### src/sv/rpsd_pkg.sv
// Shared types and constants for the RGB pixel stream deframer.
package rpsd_pkg;

  // Item kinds carried on the input channel.
  typedef enum logic [1:0] {
    FUNC_BYTE      = 2'd0,
    FUNC_FRAME_END = 2'd1,
    FUNC_TICK      = 2'd2
  } func_t;

  // Position within a green, red, blue byte triple.
  typedef enum logic [2:0] {
    PH_GREEN = 3'b001,
    PH_RED   = 3'b010,
    PH_BLUE  = 3'b100
  } phase_t;

  localparam int unsigned COLOR_W   = 8;
  localparam int unsigned IDX_OUT_W = 16;
  localparam int unsigned IDLE_W    = 8;

  localparam logic [IDLE_W-1:0] GAP_LIMIT_RST = 8'd10;
  localparam logic [IDLE_W-1:0] IDLE_MAX      = 8'hFF;

  // Per-word context kept between items, apart from the LED counter.
  typedef struct packed {
    phase_t               phase;
    logic [COLOR_W-1:0]   green_hold;
    logic [COLOR_W-1:0]   red_hold;
    logic [IDLE_W-1:0]    idle_ms;
  } ctx_t;

  // One result word.
  typedef struct packed {
    logic                 pixel_valid;
    logic [IDX_OUT_W-1:0] led_index;
    logic [COLOR_W-1:0]   red;
    logic [COLOR_W-1:0]   green;
    logic [COLOR_W-1:0]   blue;
    logic                 frame_done;
    logic [IDX_OUT_W-1:0] frame_led_count;
  } result_t;

endpackage

### src/sv/rpsd_step.sv
// Next-context and result logic for one input word of the deframer.
module rpsd_step #(
  parameter int unsigned INDEX_BITS = 16
) (
  input  rpsd_pkg::ctx_t                ctx_i,
  input  logic [INDEX_BITS-1:0]         cnt_i,
  input  logic [1:0]                    func_i,
  input  logic [rpsd_pkg::COLOR_W-1:0]  byte_i,
  input  logic [rpsd_pkg::IDLE_W-1:0]   gap_limit_i,
  output rpsd_pkg::ctx_t                ctx_o,
  output logic [INDEX_BITS-1:0]         cnt_o,
  output rpsd_pkg::result_t             res_o,
  output logic                          produced_o
);
  import rpsd_pkg::*;

  ctx_t                  base;
  logic [INDEX_BITS-1:0] base_cnt;

  // A gap longer than the limit restarts the frame before the byte is used.
  always_comb begin
    base     = ctx_i;
    base_cnt = cnt_i;
    if (ctx_i.idle_ms > gap_limit_i) begin
      base.phase      = PH_GREEN;
      base.green_hold = '0;
      base.red_hold   = '0;
      base_cnt        = '0;
    end
  end

  always_comb begin
    ctx_o      = ctx_i;
    cnt_o      = cnt_i;
    res_o      = '0;
    produced_o = 1'b0;
    case (func_i)
      FUNC_BYTE: begin
        ctx_o         = base;
        cnt_o         = base_cnt;
        ctx_o.idle_ms = '0;
        case (base.phase)
          PH_RED: begin
            ctx_o.red_hold = byte_i;
            ctx_o.phase    = PH_BLUE;
          end
          PH_BLUE: begin
            res_o.pixel_valid = 1'b1;
            res_o.led_index   = IDX_OUT_W'(base_cnt);
            res_o.red         = base.red_hold;
            res_o.green       = base.green_hold;
            res_o.blue        = byte_i;
            produced_o        = 1'b1;
            ctx_o.phase       = PH_GREEN;
            ctx_o.green_hold  = '0;
            ctx_o.red_hold    = '0;
            cnt_o             = base_cnt + 1'b1;
          end
          default: begin
            ctx_o.green_hold = byte_i;
            ctx_o.phase      = PH_RED;
          end
        endcase
      end
      FUNC_FRAME_END: begin
        res_o.frame_done      = 1'b1;
        res_o.frame_led_count = IDX_OUT_W'(cnt_i);
        produced_o            = 1'b1;
        ctx_o.phase           = PH_GREEN;
        cnt_o                 = '0;
      end
      FUNC_TICK: begin
        if (ctx_i.idle_ms != IDLE_MAX) begin
          ctx_o.idle_ms = ctx_i.idle_ms + 1'b1;
        end
      end
      default: begin
        // Unused kind: no change and no result.
      end
    endcase
  end

endmodule

### src/sv/rgb_pixel_stream_deframer.sv
// Top level of the RGB pixel stream deframer: handshakes, context and result registers.
//
//   Channel  Direction  Handshake            Payload
//   in_      input      in_valid/in_ready    in_func, in_data_byte
//   out_     output     out_valid/out_ready  pixel and frame-end result fields
//   cfg_     input      cfg_valid/cfg_ready  cfg_gap_limit_ms
//
// Each word is decoded combinationally against the context registers, and
// its result, if any, lands in the output register at the edge that accepts the
// word, so a new word can be accepted every cycle unless the output stalls.
// Reset is synchronous and active low; it clears the context, the LED counter
// and the output valid, and loads the gap limit with 10 ms.
// The input stalls only while a result sits in the output register and the
// sink is not taking it. The configuration port is always ready.
module rgb_pixel_stream_deframer #(
  parameter int unsigned INDEX_BITS = 16
) (
  input  logic                           clk,
  input  logic                           rst_n,

  input  logic                           in_valid,
  output logic                           in_ready,
  input  logic [1:0]                     in_func,
  input  logic [rpsd_pkg::COLOR_W-1:0]   in_data_byte,

  output logic                           out_valid,
  input  logic                           out_ready,
  output logic                           out_pixel_valid,
  output logic [rpsd_pkg::IDX_OUT_W-1:0] out_led_index,
  output logic [rpsd_pkg::COLOR_W-1:0]   out_red,
  output logic [rpsd_pkg::COLOR_W-1:0]   out_green,
  output logic [rpsd_pkg::COLOR_W-1:0]   out_blue,
  output logic                           out_frame_done,
  output logic [rpsd_pkg::IDX_OUT_W-1:0] out_frame_led_count,

  input  logic                           cfg_valid,
  output logic                           cfg_ready,
  input  logic [rpsd_pkg::IDLE_W-1:0]    cfg_gap_limit_ms
);
  import rpsd_pkg::*;

  // Context carried from word to word, and the running LED counter, which
  // wraps at its own width.
  ctx_t                  ctx_r, ctx_nxt;
  logic [INDEX_BITS-1:0] cnt_r, cnt_nxt;
  logic [IDLE_W-1:0]     gap_limit_r, gap_limit_nxt;

  // Output register.
  logic                  out_valid_r, out_valid_nxt;
  result_t               res_r, res_nxt;

  ctx_t                  step_ctx;
  logic [INDEX_BITS-1:0] step_cnt;
  result_t               step_res;
  logic                  step_produced;
  logic                  in_fire;

  // The input may enter whenever the output register is empty or is being
  // drained in this same cycle.
  assign in_ready  = !out_valid_r || out_ready;
  assign in_fire   = in_valid && in_ready;
  assign cfg_ready = 1'b1;

  rpsd_step #(
    .INDEX_BITS (INDEX_BITS)
  ) u_step (
    .ctx_i       (ctx_r),
    .cnt_i       (cnt_r),
    .func_i      (in_func),
    .byte_i      (in_data_byte),
    .gap_limit_i (gap_limit_r),
    .ctx_o       (step_ctx),
    .cnt_o       (step_cnt),
    .res_o       (step_res),
    .produced_o  (step_produced)
  );

  always_comb begin
    ctx_nxt       = ctx_r;
    cnt_nxt       = cnt_r;
    gap_limit_nxt = gap_limit_r;
    out_valid_nxt = out_valid_r;
    res_nxt       = res_r;

    if (cfg_valid) begin
      gap_limit_nxt = cfg_gap_limit_ms;
    end

    // Drain first, then a new result may refill the slot in the same cycle.
    if (out_valid_r && out_ready) begin
      out_valid_nxt = 1'b0;
    end

    if (in_fire) begin
      ctx_nxt = step_ctx;
      cnt_nxt = step_cnt;
      if (step_produced) begin
        out_valid_nxt = 1'b1;
        res_nxt       = step_res;
      end
    end
  end

  always_ff @(posedge clk) begin
    if (!rst_n) begin
      ctx_r.phase      <= PH_GREEN;
      ctx_r.green_hold <= '0;
      ctx_r.red_hold   <= '0;
      ctx_r.idle_ms    <= '0;
      cnt_r            <= '0;
      gap_limit_r      <= GAP_LIMIT_RST;
      out_valid_r      <= 1'b0;
    end else begin
      ctx_r       <= ctx_nxt;
      cnt_r       <= cnt_nxt;
      gap_limit_r <= gap_limit_nxt;
      out_valid_r <= out_valid_nxt;
    end
  end

  // Result payload needs no reset; it is only looked at under out_valid.
  always_ff @(posedge clk) begin
    res_r <= res_nxt;
  end

  assign out_valid           = out_valid_r;
  assign out_pixel_valid     = res_r.pixel_valid;
  assign out_led_index       = res_r.led_index;
  assign out_red             = res_r.red;
  assign out_green           = res_r.green;
  assign out_blue            = res_r.blue;
  assign out_frame_done      = res_r.frame_done;
  assign out_frame_led_count = res_r.frame_led_count;

`ifndef SYNTHESIS
  // A held result is either a pixel or a frame end, never both or neither.
  a_result_kind: assert property (@(posedge clk) disable iff (!rst_n)
    out_valid |-> (out_pixel_valid != out_frame_done))
    else $error("result word is neither exactly a pixel nor a frame end");

  // An accepted frame end is presented next cycle and restarts the frame.
  a_frame_end: assert property (@(posedge clk) disable iff (!rst_n)
    (in_fire && in_func == FUNC_FRAME_END) |=>
      (out_valid && out_frame_done && cnt_r == '0 && ctx_r.phase == PH_GREEN))
    else $error("frame end did not produce a report and restart");

  // A tick never produces a result and never moves the byte phase.
  a_tick_quiet: assert property (@(posedge clk) disable iff (!rst_n)
    (in_fire && in_func == FUNC_TICK) |=>
      ($stable(ctx_r.phase) && $stable(cnt_r) && !(out_valid && !$past(out_valid))))
    else $error("tick changed the frame state or raised a result");

  // A completed pixel word bumps the LED counter unless it was held at reset.
  a_pixel_count: assert property (@(posedge clk) disable iff (!rst_n)
    (in_fire && step_produced && step_res.pixel_valid) |=>
      (cnt_r == $past(step_cnt) && ctx_r.phase == PH_GREEN))
    else $error("pixel completion did not advance the counter");
`endif

endmodule

### config.mk
export PLATFORM = sky130hd
export DESIGN_NAME = rgb_pixel_stream_deframer
export DESIGN_NICKNAME = d
export VERILOG_FILES = /design/src/sv/rpsd_pkg.sv /design/src/sv/rpsd_step.sv /design/src/sv/rgb_pixel_stream_deframer.sv
export SDC_FILE = /design/constraint.sdc
export NUM_CORES = 1
export LEC_CHECK = 0
export ABC_CLOCK_PERIOD_IN_PS = 4470
export BUFFER_PORTS_ARGS = -buffer_cell sky130_fd_sc_hd__buf_2
export CAP_MARGIN = 30
export CORE_MARGIN = 10
export CORE_UTILIZATION = 52
export CTS_BUF_LIST = sky130_fd_sc_hd__clkbuf_16
export DETAILED_ROUTE_END_ITERATION = 8
export GPL_TIMING_DRIVEN = 0
export PLACE_DENSITY = 0.77
export SETUP_SLACK_MARGIN = 0.4
export SLEW_MARGIN = 15
export SYNTH_ARGS = -nofsm -noshare
export SYNTH_HDL_FRONTEND = slang
export SYNTH_HIERARCHICAL = 1
export SYNTH_SLANG_ARGS = --single-unit
### constraint.sdc
create_clock -name clk -period 4.47 [get_ports clk]
set_clock_uncertainty 0.15 [all_clocks]
set_input_delay 0.447 -clock clk [delete_from_list [all_inputs] [get_ports clk]]
set_output_delay 0.447 -clock clk [all_outputs]
set_load 0.01 [all_outputs]
# Yosys cells after proc, flatten, opt, wreduce, memory -nomap -nowiden
# Index checks and enable logic that the tools add are counted.
# totals
mem_bits_ro,0
latchBits,0
n_memories,0
ff_bits,110
in_bits,23
mem_bits_rw,0
wordCells,52
# classes
add_sub_neg,2
n_mux,17
n_reduce_logical,12
shift,0
bitwise_logic,0
div_mod_pow,0
n_lt_le_gt_ge,1
multipliers,0
eq_ne,6
# ops
op,n
$pmux 8 s2,3
$mux 41,1
$mux 16,2
$pmux 16 s2,1
$mux 19,1
$mux 17,1
$add 16x1->16 const B,1
$pmux 3 s2,2
$add 8x1->8 const B,1
$gt 8x8->1,1
$mux 8,1
$ne 8x8->1 const B,1
$reduce_and 2->1,4
$mux 1,4
$reduce_bool 2->1,2
$eq 3x2->1 const B,1
$eq 3x3->1 const B,1
$reduce_and 3->1,1
$eq 2x1->1 const B,1
$eq 2x2->1 const B,1
$logic_and 1x1->1,2
$logic_not 2->1,1
$ne 2x1->1 const B,1
$pmux 1 s2,1
other kinds (2),2

# Depth between registers and ports, before layout
# Gate-level depths: netlist of run 1.
# depth
ltp_word,7
ltp_mapped,14

# Hierarchy
# Netlist of run 1, hierarchy kept.
# modules_own_cells
module,cells_each,instances,area_each_um2
rgb_pixel_stream_deframer,278,1,3860.0
rpsd_step,273,1,1669.1

# Least setup slack after synthesis of run 1
# No wires, ideal clock.
# synth_path
path_type,register -> register
from,register ctx_r[1] (netlist bit)
to,register res_r (netlist bit out_blue[0]) (enable)
required_time_ns,3.839
setup_ns,0.481
stages_incl_launch_ff,9
path_slack_ns,-0.482
arrival_time_ns,4.321
path_buffers,0
cell_sequence,dfxtp_1 > ha_1 > nor2b_1 > o211a_1 > o21ai_1 > nand3_1 > a21oi_1 > nand2_1 > nor2b_1
# synth_via
elab_chain_cells,6
# synth_lines
element,line,text
start: declaration,rgb_pixel_stream_deframer.sv:44,"ctx_t ctx_r, ctx_nxt;"
start signal: assignment,rgb_pixel_stream_deframer.sv:114,ctx_r <= ctx_nxt;
$gt 8x8->1,rpsd_step.sv:24,if (ctx_i.idle_ms > gap_limit_i) begin
$mux 19,rpsd_step.sv:24,
$eq 3x3->1,rpsd_step.sv:42,case (base.phase)
$mux 1,rpsd_step.sv:42,
$pmux 1 s2,rpsd_step.sv:37,case (func_i)
net step_produced,rgb_pixel_stream_deframer.sv:55,logic step_produced;
$reduce_and 2->1 (no source line),-,
end signal: assignment,rgb_pixel_stream_deframer.sv:123,res_r <= res_nxt;
end: declaration,rgb_pixel_stream_deframer.sv:50,"result_t res_r, res_nxt;"
# The timed path passes the listed nets, and every way through them passes these cells.
# A chain may end at the register's enable or synchronous reset.

# Worst setup path after layout of run 1
# layout_path
from,register ctx_r[1] (netlist bit)
to,register cnt_r[12]
# layout_via
elab_chain_cells,5
# layout_lines
element,line,text
$gt 8x8->1 (*),rpsd_step.sv:24,
$mux 16 or $mux 19 (tied branches),rpsd_step.sv:24,
$add 16x1->16 or $eq 3x3->1 (tied branches),"rpsd_step.sv:57, rpsd_step.sv:42",
$mux 16 (*),rpsd_step.sv:42,
$pmux 16 s2 (*),rpsd_step.sv:37,
net step_cnt[12],rgb_pixel_stream_deframer.sv:53,logic [INDEX_BITS-1:0] step_cnt;
end signal: assignment,rgb_pixel_stream_deframer.sv:115,cnt_r <= cnt_nxt;
end: declaration,rgb_pixel_stream_deframer.sv:45,"logic [INDEX_BITS-1:0] cnt_r, cnt_nxt;"
# Mark *: on every way through the listed nets, which the timed path passes. The rest lies on a longest branch.

==> results of run 1 <==
tightest hold or removal path: cells and delay by family:
family	cells	cell delay, ps
mux	1	50
simple gates	1	60
buf+inv	1	70
worst paths after layout:
path	endpoint	slack, ps	startpoint
worst max-delay path	cnt_r[12]$_SDFFE_PN0P_	800	ctx_r[1]$_SDFFE_PN0P_
worst max register to register	cnt_r[12]$_SDFFE_PN0P_	800	ctx_r[1]$_SDFFE_PN0P_
worst min-delay path	gap_limit_r[1]$_SDFFE_PN1P_	150	cfg_gap_limit_ms[1]
worst min register to register	cnt_r[6]$_SDFFE_PN0P_	310	cnt_r[6]$_SDFFE_PN0P_
kinds of logic after synthesis:
logic type / count (synthesis) / share of synthesized area
AOI/OAI and AO/OA: 70 / 0.0873
xor gates and xnor gates: 3 / 0.00475
adders and majority gates: 11 / 0.0249
buffers and inverters: 44 / 0.0480
DFF: 110 / 0.503
muxes: 58 / 0.105
other: 1 / 0.000678
and+or+nand+nor: 254 / 0.226
cells in the final DEF, fill, tap and decap left out, types with 2 or more instances in the layout:
cell type,instances
nand3_1,13
and3_1,3
nor3_1,7
a31oi_1,3
inv_8,2
dfxtp_1,52
a22o_1,17
clkinv_4,3
a21o_1,2
nand2b_1,2
a41oi_1,4
o21a_1,3
buf_12,6
nand4_1,8
mux2i_1,58
buf_4,2
a21oi_1,13
clkbuf_1,20
inv_1,12
clkbuf_16,9
o211ai_1,2
edfxtp_1,58
buf_2,84
o21ai_0,15
nor4_1,2
nor2b_1,8
xor2_1,2
and2_1,57
nor2_1,24
nand2_1,117
ha_1,11
o21ai_1,2
per-layer routing:
metal,part of all wire,track usage
met5,0.00055,0
met4,0.020,0.0793
met2,0.48,0.278
met1,0.42,0.209
met3,0.079,0.0419
stage by stage:
stage                     instance area (sq um)  power, uW  hold slack [ps]
final                                      6410       2020              154
after global routing                       6410       2090              172
after global placement                     6100       1270              291
after CTS                                  6410       2030              150
after detailed placement                   6130       1280              297
after floorplan                            5530       1220              284
flip-flops by register name, summed over array words and instances (netlist names):
name                 count
out_green                8
out_red                  8
out_frame_led_count     16
out_blue                 8
out_frame_done           1
ctx_r                   27
gap_limit_r              8
cnt_r                   16
out_pixel_valid          1
out_valid                1
out_led_index           16
power groups by stage:
stage | Combinational, uW | Clock, uW | Sequential, uW
after floorplan | 99.4 | 0 | 1120
after global placement | 156 | 0 | 1110
after detailed placement | 163 | 0 | 1110
after CTS | 164 | 777 | 1090
after global routing | 178 | 817 | 1090
final | 163 | 766 | 1090
layout make-up:
cell class	count	share of cell area
Multi-Input combinational cell	397	0.388
Clock inverter	7	0.00897
Inverter	12	0.00702
Buffer	32	0.0343
Timing Repair Buffer	82	0.0663
Sequential cell	110	0.434
Clock buffer	9	0.0351
Tap cell	136	0.0265
==> metrics.yaml, run 1 <==
layout:
  multi_input_comb_area_sq_um: 2490
  syn2layout_area_growth_pct: 16.0
  final_util: 0.621
  fin_cells: 785
  n_antenna_cell: 0
  nFillCells: 852
  drive_gt1_frac: 0.176
  seq_area_sq_um: 2780
  final_nets: 678
critical_path:
  critPathBufInv: 0
  start_kind: "flip-flop"
  path_class: "flip-flop to flip-flop"
  cp_max_fo: 9
  cpLargestDelayFamily: "simple AND/OR/NAND/NOR gates"
  slowest_stage: "o21ai_1"
  critical_path_required_ps: 4600
  crit_chain: "ha_1, nor2b_1, o211a_1, o21ai_1, and3_1, ha_1, and3_1, nand4_1, nor3_1, mux2i_1, o21ai_0, nand2_1, mux2i_1"
  end_kind: "flip-flop"
  path_depth: 13
  reg2reg_depth: 13
  slowest_delay_ps: 550
  cp.arrival_ps: 3800
power_and_ir_drop:
  power.clock.fraction: 0.379
  peakVddDrop_mv: 0.166
  seq_power_share: 0.540
  swShare: 0.241
  combPwrFrac: 0.081
  p_int_uw: 1530
  p_switching_uw: 487
  p_leak_uw: 0.00253
  power_per_cell_area_nw_per_um2: 315
synthesis:
  syn_inst: 551
  yosys_warnings: 6
  synth_most_common_cell: "nand2_1"
  ys_seq_area_frac: 0.503
  synth_cell_types: 54
  synth_edf_count: 58
  avgSynthCellArea_sq_um: 10.0
  synth_area_leaders: "edfxtp_1 (32%), dfxtp_1 (19%), mux2i_1 (11%)"
  synthArstFlopShare: 0
  synth_top_area_frac: 0.315
  ys.flop_type: "edfxtp_1"
  synth_top_area_cell: "edfxtp_1"
  synth_common_cells: "nand2_1 (117), edfxtp_1 (58), mux2i_1 (58), and2_1 (57), dfxtp_1 (52)"
  netlist_area_sq_um: 5530
  syn-num-nets: 585
  ys_ff_latch: 110
clock_network:
  cts_buffer_depth: 2
  cts_tree: "yes"
  clk_latency_ps: 350
  cts_resized: 0
  post_cts_buffers: 0
  h-tree-depth: 3
  cts.sink_count: 110
  cts_root_buf: "clkbuf_16"
  clkSlewWorstSetupHoldPaths_ps: 70
  hold_buffers: 0
  cts_buffers: 9
die:
  die_area_sq_um: 15200
  rows: 37
  initial_core_util: 0.536
  die_h_um: 123
  core-area_sq_um: 10300
  ios: 84
  die_x_um: 123
place:
  dp.cells: 769
  preCtsSetupSlack_ps: 859
  dpl.hpwl_um: 9220
  gp_congestion: 0.928
  io_buffers: 79
timing:
  maxSlewViolCount: 0
  rsz0062_at_grt: "false"
  max_freq_mhz: 273
  finalCritPeriodShare: 0.820
  slew_headroom: 0.362
  period_minus_slack_ps: 3670
  setup_viol: 0
  setup_ws_ps: 804
  hold_violations: 0
  tns_ps: 0
  worst_slew_pin_slew_ps: 949
drt:
  vias_per_cell: 5.53
  vias: 4338
  wl_per_cell_um: 16.1
  firstDrtPassIters: 6
  postRouteAntennaNets: 0
  wl_um: 12600
  drcViolationCount: 0
  drt_iter0_markers: 359
global_route:
  grt-ovfl-total: 0
  grt_pass1_wl_um: 20900
  grt_max_degree: 35
  first_global_vias: 4209
  grt.total_usage: 0.170
  antenna_found_initial: 1
outcome:
  status: "completed"
min_path:
  worst_hold_path_type: "input pin to flip-flop"
  hold_depth: 3
flow_run:
  maxCapViolCount: 0
Power figures use the tool's default switching activity.
==> run 2, diff against run 1 <==
--- a/config.mk
+++ b/config.mk
@@ -5,7 +5,8 @@
 export SDC_FILE = /design/constraint.sdc
 export NUM_CORES = 1
 export LEC_CHECK = 0
-export ABC_CLOCK_PERIOD_IN_PS = 4470
+export ABC_AREA = 1
+export ABC_CLOCK_PERIOD_IN_PS = 3150
 export BUFFER_PORTS_ARGS = -buffer_cell sky130_fd_sc_hd__buf_2
 export CAP_MARGIN = 30
 export CORE_MARGIN = 10
@@ -13,7 +14,7 @@
 export CTS_BUF_LIST = sky130_fd_sc_hd__clkbuf_16
 export DETAILED_ROUTE_END_ITERATION = 8
 export GPL_TIMING_DRIVEN = 0
-export PLACE_DENSITY = 0.77
+export PLACE_DENSITY = 0.76
 export SETUP_SLACK_MARGIN = 0.4
 export SLEW_MARGIN = 15
 export SYNTH_ARGS = -nofsm -noshare
==> constraint.sdc (replaced) <==
create_clock -name clk -period 3.15 [get_ports clk]
set_clock_uncertainty 0.15 [all_clocks]
set_input_delay 0.315 -clock clk [delete_from_list [all_inputs] [get_ports clk]]
set_output_delay 0.315 -clock clk [all_outputs]
set_load 0.01 [all_outputs]
==> run 2 against run 1 <==
Register-to-register slack worse by 470 ps. Via count is 33% higher. Die area is 7.0% higher. Non-clock buffer count up 43. Routed wire length rose by 34%. Hold slack lost 130 ps. Sequential share of layout area down 6.6 points. Critical path type unchanged. Largest power group unchanged.
==> metrics.yaml, run 2 <==
power_and_ir_drop:
  peakVddDrop_mv: 0.275  # +66%
  power_uw: 3340  # +65%
  power_per_cell_area_nw_per_um2: 437  # +39%
  p_leak_uw: 0.00337  # +33%
place:
  gp_congestion: 0.948  # +2.1%
  dpl.hpwl_um: 11100  # +21%
  preCtsSetupSlack_ps: -202  # -1060 ps
  dpl_cell_area_sq_um: 6640  # +8.3%
  io_buffers: 78  # -1.3%
timing:
  worst_slew_pin_slew_ps: 638  # -311 ps
  setup_ws_ps: 335  # -470 ps
  hold-worst-slack_ps: 24.0  # -130 ps
  maxSlewViolCount: 0  # unchanged
  slew_headroom: 0.573  # +0.211
  max_freq_mhz: 355  # +30%
  rsz0062_at_grt: "true"
  period_minus_slack_ps: 2820  # -850 ps
  finalCritPeriodShare: 0.894  # +0.0737
  hold_violations: 0  # unchanged
  setup_viol: 0  # unchanged
critical_path:
  critical_path_required_ps: 3290  # -1310 ps
  reg2reg_from: "ctx_r[7]$_SDFFE_PN0P_"
  cp_max_fo: 4  # -5
  slowest_stage: "dfxtp_4"
  r2r-end: "cnt_r[12]$_SDFFE_PN0P_"
  ff2ff_setup_slack_ps: 330  # -470 ps
  crit_chain: "ha_4, a21o_1, nor2_2, nand2_2, nand2_8, buf_8, buf_8, nand2_2, inv_2, ha_4, nand2_1, inv_1, nand3_1, nor2_1, nand2_1, inv_1, nand3_1, nand2_1, nand3_1, nand2_1, inv_1, nand3_1, nand2_1, nor2_1"
  cpLargestDelayFamily: "simple AND/OR/NAND/NOR gates"
  cp.arrival_ps: 2950  # -850 ps
  reg2reg_depth: 24  # +11
  slowest_delay_ps: 360  # -190 ps
  path_class: "flip-flop to flip-flop"
  crit_top_cell: "nand2_1"
  crit_start: "ctx_r[7]$_SDFFE_PN0P_"
  start_kind: "flip-flop"
  end_kind: "flip-flop"
  critPathBufInv: 6  # +6
die:
  die_x_um: 127  # +3.5%
  die_h_um: 127  # +3.5%
  rows: 39  # +5.4%
  ios: 84  # unchanged
  die_area_sq_um: 16200  # +7.0%
  initial_core_util: 0.527  # -0.00822
  core-area_sq_um: 11400  # +10%
global_route:
  grt.total_usage: 0.193  # +0.0222
  grt_pass1_wl_um: 25900  # +24%
  grt-ovfl-total: 0  # unchanged
  grt_max_degree: 19  # -46%
  antenna_found_initial: 0  # -1
  first_global_vias: 5224  # +24%
layout:
  n_antenna_cell: 0  # unchanged
  final_nets: 939  # +38%
  largest_reg_flops: 27  # unchanged
  largest-register: "ctx_r"
  drive_gt1_frac: 0.290  # +0.114
  syn2layout_area_growth_pct: 27.7
  final_common_cell: "nor2_1"
  final_cell_mix: "nor2_1 (124), inv_1 (122), nand2_1 (117)"
  finalInstanceArea_sq_um: 7650  # +19%
drt:
  vias_per_cell: 5.47  # -0.96%
  wl_per_cell_um: 16.1  # -0.25%
  drt_iter0_markers: 547  # +52%
  postRouteAntennaNets: 0  # unchanged
  firstDrtPassIters: 5  # -1
  vias: 5763  # +33%
  wl_um: 16900  # +34%
  drcViolationCount: 0  # unchanged
flow_run:
  maxCapViolCount: 0  # unchanged
synthesis:
  synth_edf_count: 58  # unchanged
  yosys_warnings: 6  # unchanged
  synth_most_common_cell: "nor2_1"
  netlist_area_sq_um: 6000  # +8.4%
  ys_seq_area_frac: 0.464  # -0.0392
  synth_top_area_frac: 0.290  # -0.0245
  synth_cell_types: 38  # -30%
  avgSynthCellArea_sq_um: 7.71  # -23%
  syn_inst: 778  # +41%
  synth_area_leaders: "edfxtp_1 (29%), dfxtp_1 (17%), nor2_1 (8.3%)"
  ys.flop_type: "edfxtp_1"
  synth_common_cells: "nor2_1 (133), inv_1 (128), nand2_1 (128), nand3_1 (75), edfxtp_1 (58)"
  synthArstFlopShare: 0  # unchanged
  syn-num-nets: 812  # +39%
  synth_top_area_cell: "edfxtp_1"
  ys_ff_latch: 110  # unchanged
clock_network:
  h-tree-depth: 3  # unchanged
  cts_buffers: 9  # unchanged
  cts.sink_count: 110  # unchanged
  clk_latency_ps: 350  # about the same
  clkSlewWorstSetupHoldPaths_ps: 80  # about the same
  cts_buffer_depth: 2  # unchanged
  cts_tree: "yes"
  cts_root_buf: "clkbuf_16"
min_path:
  worst_hold_path_type: "input pin to flip-flop"
  hold_depth: 3  # unchanged
  worstHoldStart: "cfg_gap_limit_ms[3]"
  min_to: "gap_limit_r[3]$_SDFFE_PN1P_"
outcome:
  status: "completed"
## run 2: repair_timing
action	in CTS	in global routing
gates resized for setup	52	45
hold buffers	0	0
setup endpoints to repair	57	80
setup buffers	17	13
pin swaps	24	17
gates cloned	1	5
## run 2: how the worst max path moves through the flow
| stage | to | slack, ps | depth (start not counted) |
|---|---|---|---|
| 3_5_place_dp | cnt_r[10]$_SDFFE_PN0P_ | -200 | 23 |
| 3_3_place_gp | out_led_index[13]$_DFFE_PP_ | -480 | 13 |
| 6_report | cnt_r[12]$_SDFFE_PN0P_ | 330 | 24 |
| 5_1_grt | cnt_r[8]$_SDFFE_PN0P_ | 150 | 26 |
| 2_1_floorplan | out_blue[0]$_DFFE_PP_ | 160 | 14 |
| 4_1_cts | out_frame_led_count[14]$_DFFE_PP_ | 320 | 17 |
## run 2: kinds of logic after synthesis
| logic type | synth area share |
|---|---|
| adder cells (fa/ha/maj) | 0.0230 |
| buffers and inverters | 0.131 |
| other | 0.000625 |
| AND/OR/NAND/NOR | 0.258 |
| AO/OA/AOI/OAI | 0.121 |
| flip-flops | 0.464 |
| XOR/XNOR | 0.00292 |
## run 2: final cells by class
class | count | area (sq um)
tap | 143 | 179
fill | 914 | 3710
sequential | 110 | 2820
multi-input combinational | 494 | 2710
clock inverter | 7 | 45.0
clock buffer | 9 | 225
buffer | 41 | 312
timing repair buffer | 116 | 870
inverter | 133 | 502
## run 2: tightest hold or removal path: stages
cell     delay [ps]
buf_2            70
nand2_1          40
nand3_1          60
## run 2: metrics by stage
step / utilization / cells / setup TNS, ps
3_3_place_gp: 0.580 / 999 / -27860
6_report: 0.673 / 1053 / 0
5_1_grt: 0.673 / 1053 / 0
2_1_floorplan: - / 778 / 0
4_1_cts: 0.641 / 1035 / 0
3_5_place_dp: 0.584 / 1001 / -563
## run 2: per-layer routing
layer,share of wire,GRT usage,up-vias,routed length (um)
met5,0,0,-,0
met4,0.017,0.0522,0,287
met3,0.094,0.0480,32,1590
met2,0.49,0.318,299,8210
met1,0.40,0.245,2675,6840
li1,-,-,2757,-
## run 2: report_power, final
part / internal [uW] / leakage [uW] / switching [uW] / total (uW)
Combinational: 289 / 0.00224 / 380 / 669
Clock: 534 / 0.000133 / 517 / 1050
Sequential: 1570 / 0.00100 / 56.1 / 1620
Total: 2390 / 0.00337 / 953 / 3340
==> run 3, diff against run 2 <==
--- a/config.mk
+++ b/config.mk
@@ -15,7 +15,7 @@
 export DETAILED_ROUTE_END_ITERATION = 8
 export GPL_TIMING_DRIVEN = 0
 export PLACE_DENSITY = 0.76
-export SETUP_SLACK_MARGIN = 0.4
+export SETUP_SLACK_MARGIN = 0.05
 export SLEW_MARGIN = 15
 export SYNTH_ARGS = -nofsm -noshare
 export SYNTH_HDL_FRONTEND = slang
==> run 3 against run 2 <==
Sequential power barely moved. First-iteration DRC count down 1.8%. Largest cell class unchanged. Flip-flop and latch count is the same. Critical endpoint is now out_frame_led_count[11]$_DFFE_PP_. Sequential share of layout area up 2.3 points. Register-to-register slack got worse by 190 ps. Via count fell by 3.6%. Largest power group unchanged. Worst setup slack worse by 190 ps. Final cell count fell by 2.2%. Combinational power down 17%. Global-route usage fell by 1.0 points. Critical path depth down 8.
==> metrics.yaml, run 3 (synthesis gave the netlist of run 2 again) <==
die:
  ios: 84  # unchanged
  die_h_um: 127  # unchanged
  die_area_sq_um: 16200  # unchanged
  core-area_sq_um: 11400  # unchanged
  rows: 39  # unchanged
  die_x_um: 127  # unchanged
  initial_core_util: 0.527  # unchanged
timing:
  finalCritPeriodShare: 0.953  # +0.0594
  setup_viol: 0  # unchanged
  tns_ps: 0  # unchanged
  max_freq_mhz: 333  # -6.2%
  setup_ws_ps: 148  # -187 ps
  hold_violations: 0  # unchanged
  worst_slew_pin_slew_ps: 658  # +19.4 ps
  period_minus_slack_ps: 3000  # +187 ps
  maxSlewViolCount: 0  # unchanged
  slew_headroom: 0.560  # -0.0130
  rsz0062_at_grt: "true"
global_route:
  grt-ovfl-total: 0  # unchanged
  first_global_vias: 4981  # -4.7%
  grt_max_degree: 31  # +12
  grt.total_usage: 0.182  # -0.0101
  grt_pass1_wl_um: 24600  # -5.0%
  antenna_found_initial: 0  # unchanged
critical_path:
  cp.arrival_ps: 2920  # -30 ps
  end_kind: "flip-flop"
  critPathBufInv: 6  # unchanged
  slowest_delay_ps: 350  # about the same
  cp_max_fo: 15  # +11
  cpLargestDelayFamily: "simple AND/OR/NAND/NOR gates"
  start_kind: "flip-flop"
  critical_path_required_ps: 3070  # -220 ps
  r2r-end: "out_frame_led_count[11]$_DFFE_PP_"
  reg2reg_depth: 16  # -33%
  ff2ff_setup_slack_ps: 150  # -190 ps
  slowest_stage: "dfxtp_2"
  crit_chain: "ha_1, a21oi_1, nor2_1, nor2_2, nand2_2, nand2_4, buf_4, nand2_1, nor2_2, inv_2, buf_6, nand2_1, inv_1, nor2_4, clkbuf_16, clkbuf_16"
  reg2reg_from: "ctx_r[5]$_SDFFE_PN0P_"
  path_class: "flip-flop to flip-flop"
power_and_ir_drop:
  p_leak_uw: 0.00321  # -4.9%
  peakVddDrop_mv: 0.260  # -5.5%
  combPwrFrac: 0.170  # -0.030
  power.clock.fraction: 0.329  # +0.014
  swShare: 0.282  # -0.00278
  power_per_cell_area_nw_per_um2: 453  # +3.8%
  p_int_uw: 2320  # -2.7%
  p_switching_uw: 915  # -4.0%
  seq_power_share: 0.501  # +0.016
place:
  dp.cells: 1001  # unchanged
  dpl_cell_area_sq_um: 6620  # -0.30%
  gp_congestion: 0.921  # -2.8%
  dpl.hpwl_um: 11000  # -1.3%
  io_buffers: 78  # unchanged
  preCtsSetupSlack_ps: -266  # -63.7 ps
clock_network:
  h-tree-depth: 3  # unchanged
  cts_buffer_depth: 2  # unchanged
  clkSlewWorstSetupHoldPaths_ps: 80  # about the same
  cts.sink_count: 110  # unchanged
  hold_buffers: 0  # unchanged
  cts_tree: "yes"
  clk_latency_ps: 360  # about the same
  cts_root_buf: "clkbuf_16"
  cts_buffers: 9  # unchanged
drt:
  postRouteAntennaNets: 0  # unchanged
  drcViolationCount: 0  # unchanged
  wl_um: 15600  # -8.0%
  vias_per_cell: 5.39  # -1.5%
  wl_per_cell_um: 15.1  # -5.9%
  firstDrtPassIters: 6  # +1
  vias: 5553  # -3.6%
  drt_iter0_markers: 537  # -1.8%
layout:
  drive_gt1_frac: 0.231  # -0.0590
  nFillCells: 991  # +8.4%
  fin_cells: 1030  # -2.2%
  syn2layout_area_growth_pct: 19.2
  final_cell_mix: "nor2_1 (130), inv_1 (127), nand2_1 (127)"
  finalInstanceArea_sq_um: 7150  # -6.6%
  final_nets: 916  # -2.4%
  largest_reg_flops: 27  # unchanged
  n_antenna_cell: 0  # unchanged
  final_common_cell: "nor2_1"
  largest-register: "ctx_r"
outcome:
  status: "completed"
min_path:
  min_to: "gap_limit_r[3]$_SDFFE_PN1P_"
  worst_hold_path_type: "input pin to flip-flop"
  worstHoldStart: "cfg_gap_limit_ms[3]"
  hold_depth: 3  # unchanged
flow_run:
  maxCapViolCount: 0  # unchanged
==> run 3: per-layer routing <==
metal / share of wire / vias up / GRT usage
li1: - / 2699 / -
met1: 0.42 / 2541 / 0.241
met2: 0.47 / 283 / 0.286
met3: 0.092 / 30 / 0.0426
met4: 0.022 / 0 / 0.0656
met5: 0 / - / 0
==> run 3: what timing repair did <==
action / CTS / global route
setup endpoints to repair: 36 / 42
resized for setup: 10 / 24
pin swaps: 5 / 10
buffers inserted: 4 / 7
cloned: 0 / 2
==> run 3: power by group through the flow <==
stage          Clock (uW)  Sequential [uW]  Combinational [uW]
2_1_floorplan           0             1650                 349
3_3_place_gp            0             1650                 471
3_5_place_dp            0             1650                 486
4_1_cts              1070             1620                 511
5_1_grt              1140             1630                 614
6_report             1060             1620                 552
==> run 3: layout make-up <==
class                      instances  area (sq um)  share of cell area
sequential                       110          2800               0.391
clock buffer                       9           225              0.0315
clock inverter                     7          46.3             0.00648
tap                              143           179              0.0250
buffer                            41           304              0.0425
multi-input combinational        494          2520               0.353
timing repair buffer              93           574              0.0803
inverter                         133           499              0.0698
==> run 3: stage by stage <==
stage               power (uW)  hold WS (ps)   util
detailed placement        2140           292  0.582
finish                    3240          24.0  0.629
CTS                       3200          24.2  0.612
global placement          2120           288  0.578
floorplan                 2000           279      -
global route              3380          43.8  0.629
==> run 3: worst max path at each step <==
| stage | from | endpoint | slack [ps] | cells after the start |
|---|---|---|---|---|
| final | ctx_r[5]$_SDFFE_PN0P_ | out_frame_led_count[11]$_DFFE_PP_ | 150 | 16 |
| after CTS | gap_limit_r[7]$_SDFFE_PN0P_ | cnt_r[10]$_SDFFE_PN0P_ | 10 | 23 |
| after detailed placement | ctx_r[3]$_SDFFE_PN0P_ | cnt_r[10]$_SDFFE_PN0P_ | -270 | 25 |
| after global placement | ctx_r[6]$_SDFFE_PN0P_ | out_frame_led_count[8]$_DFFE_PP_ | -650 | 13 |
| after global routing | gap_limit_r[2]$_SDFFE_PN0P_ | cnt_r[10]$_SDFFE_PN0P_ | 7 | 26 |
| after floorplan | ctx_r[7]$_SDFFE_PN0P_ | out_blue[0]$_DFFE_PP_ | 80 | 12 |
==> run 3: worst register-to-register path, stage by stage (launching register included) <==
cell	delay (ps)
dfxtp_2	350
ha_1	310
a21oi_1	140
nor2_1	60
nor2_2	90
nand2_2	80
nand2_4	110
buf_4	130
nand2_1	160
nor2_2	210
inv_2	110
buf_6	160
nand2_1	90
inv_1	100
nor2_4	130
clkbuf_16	170
clkbuf_16	180
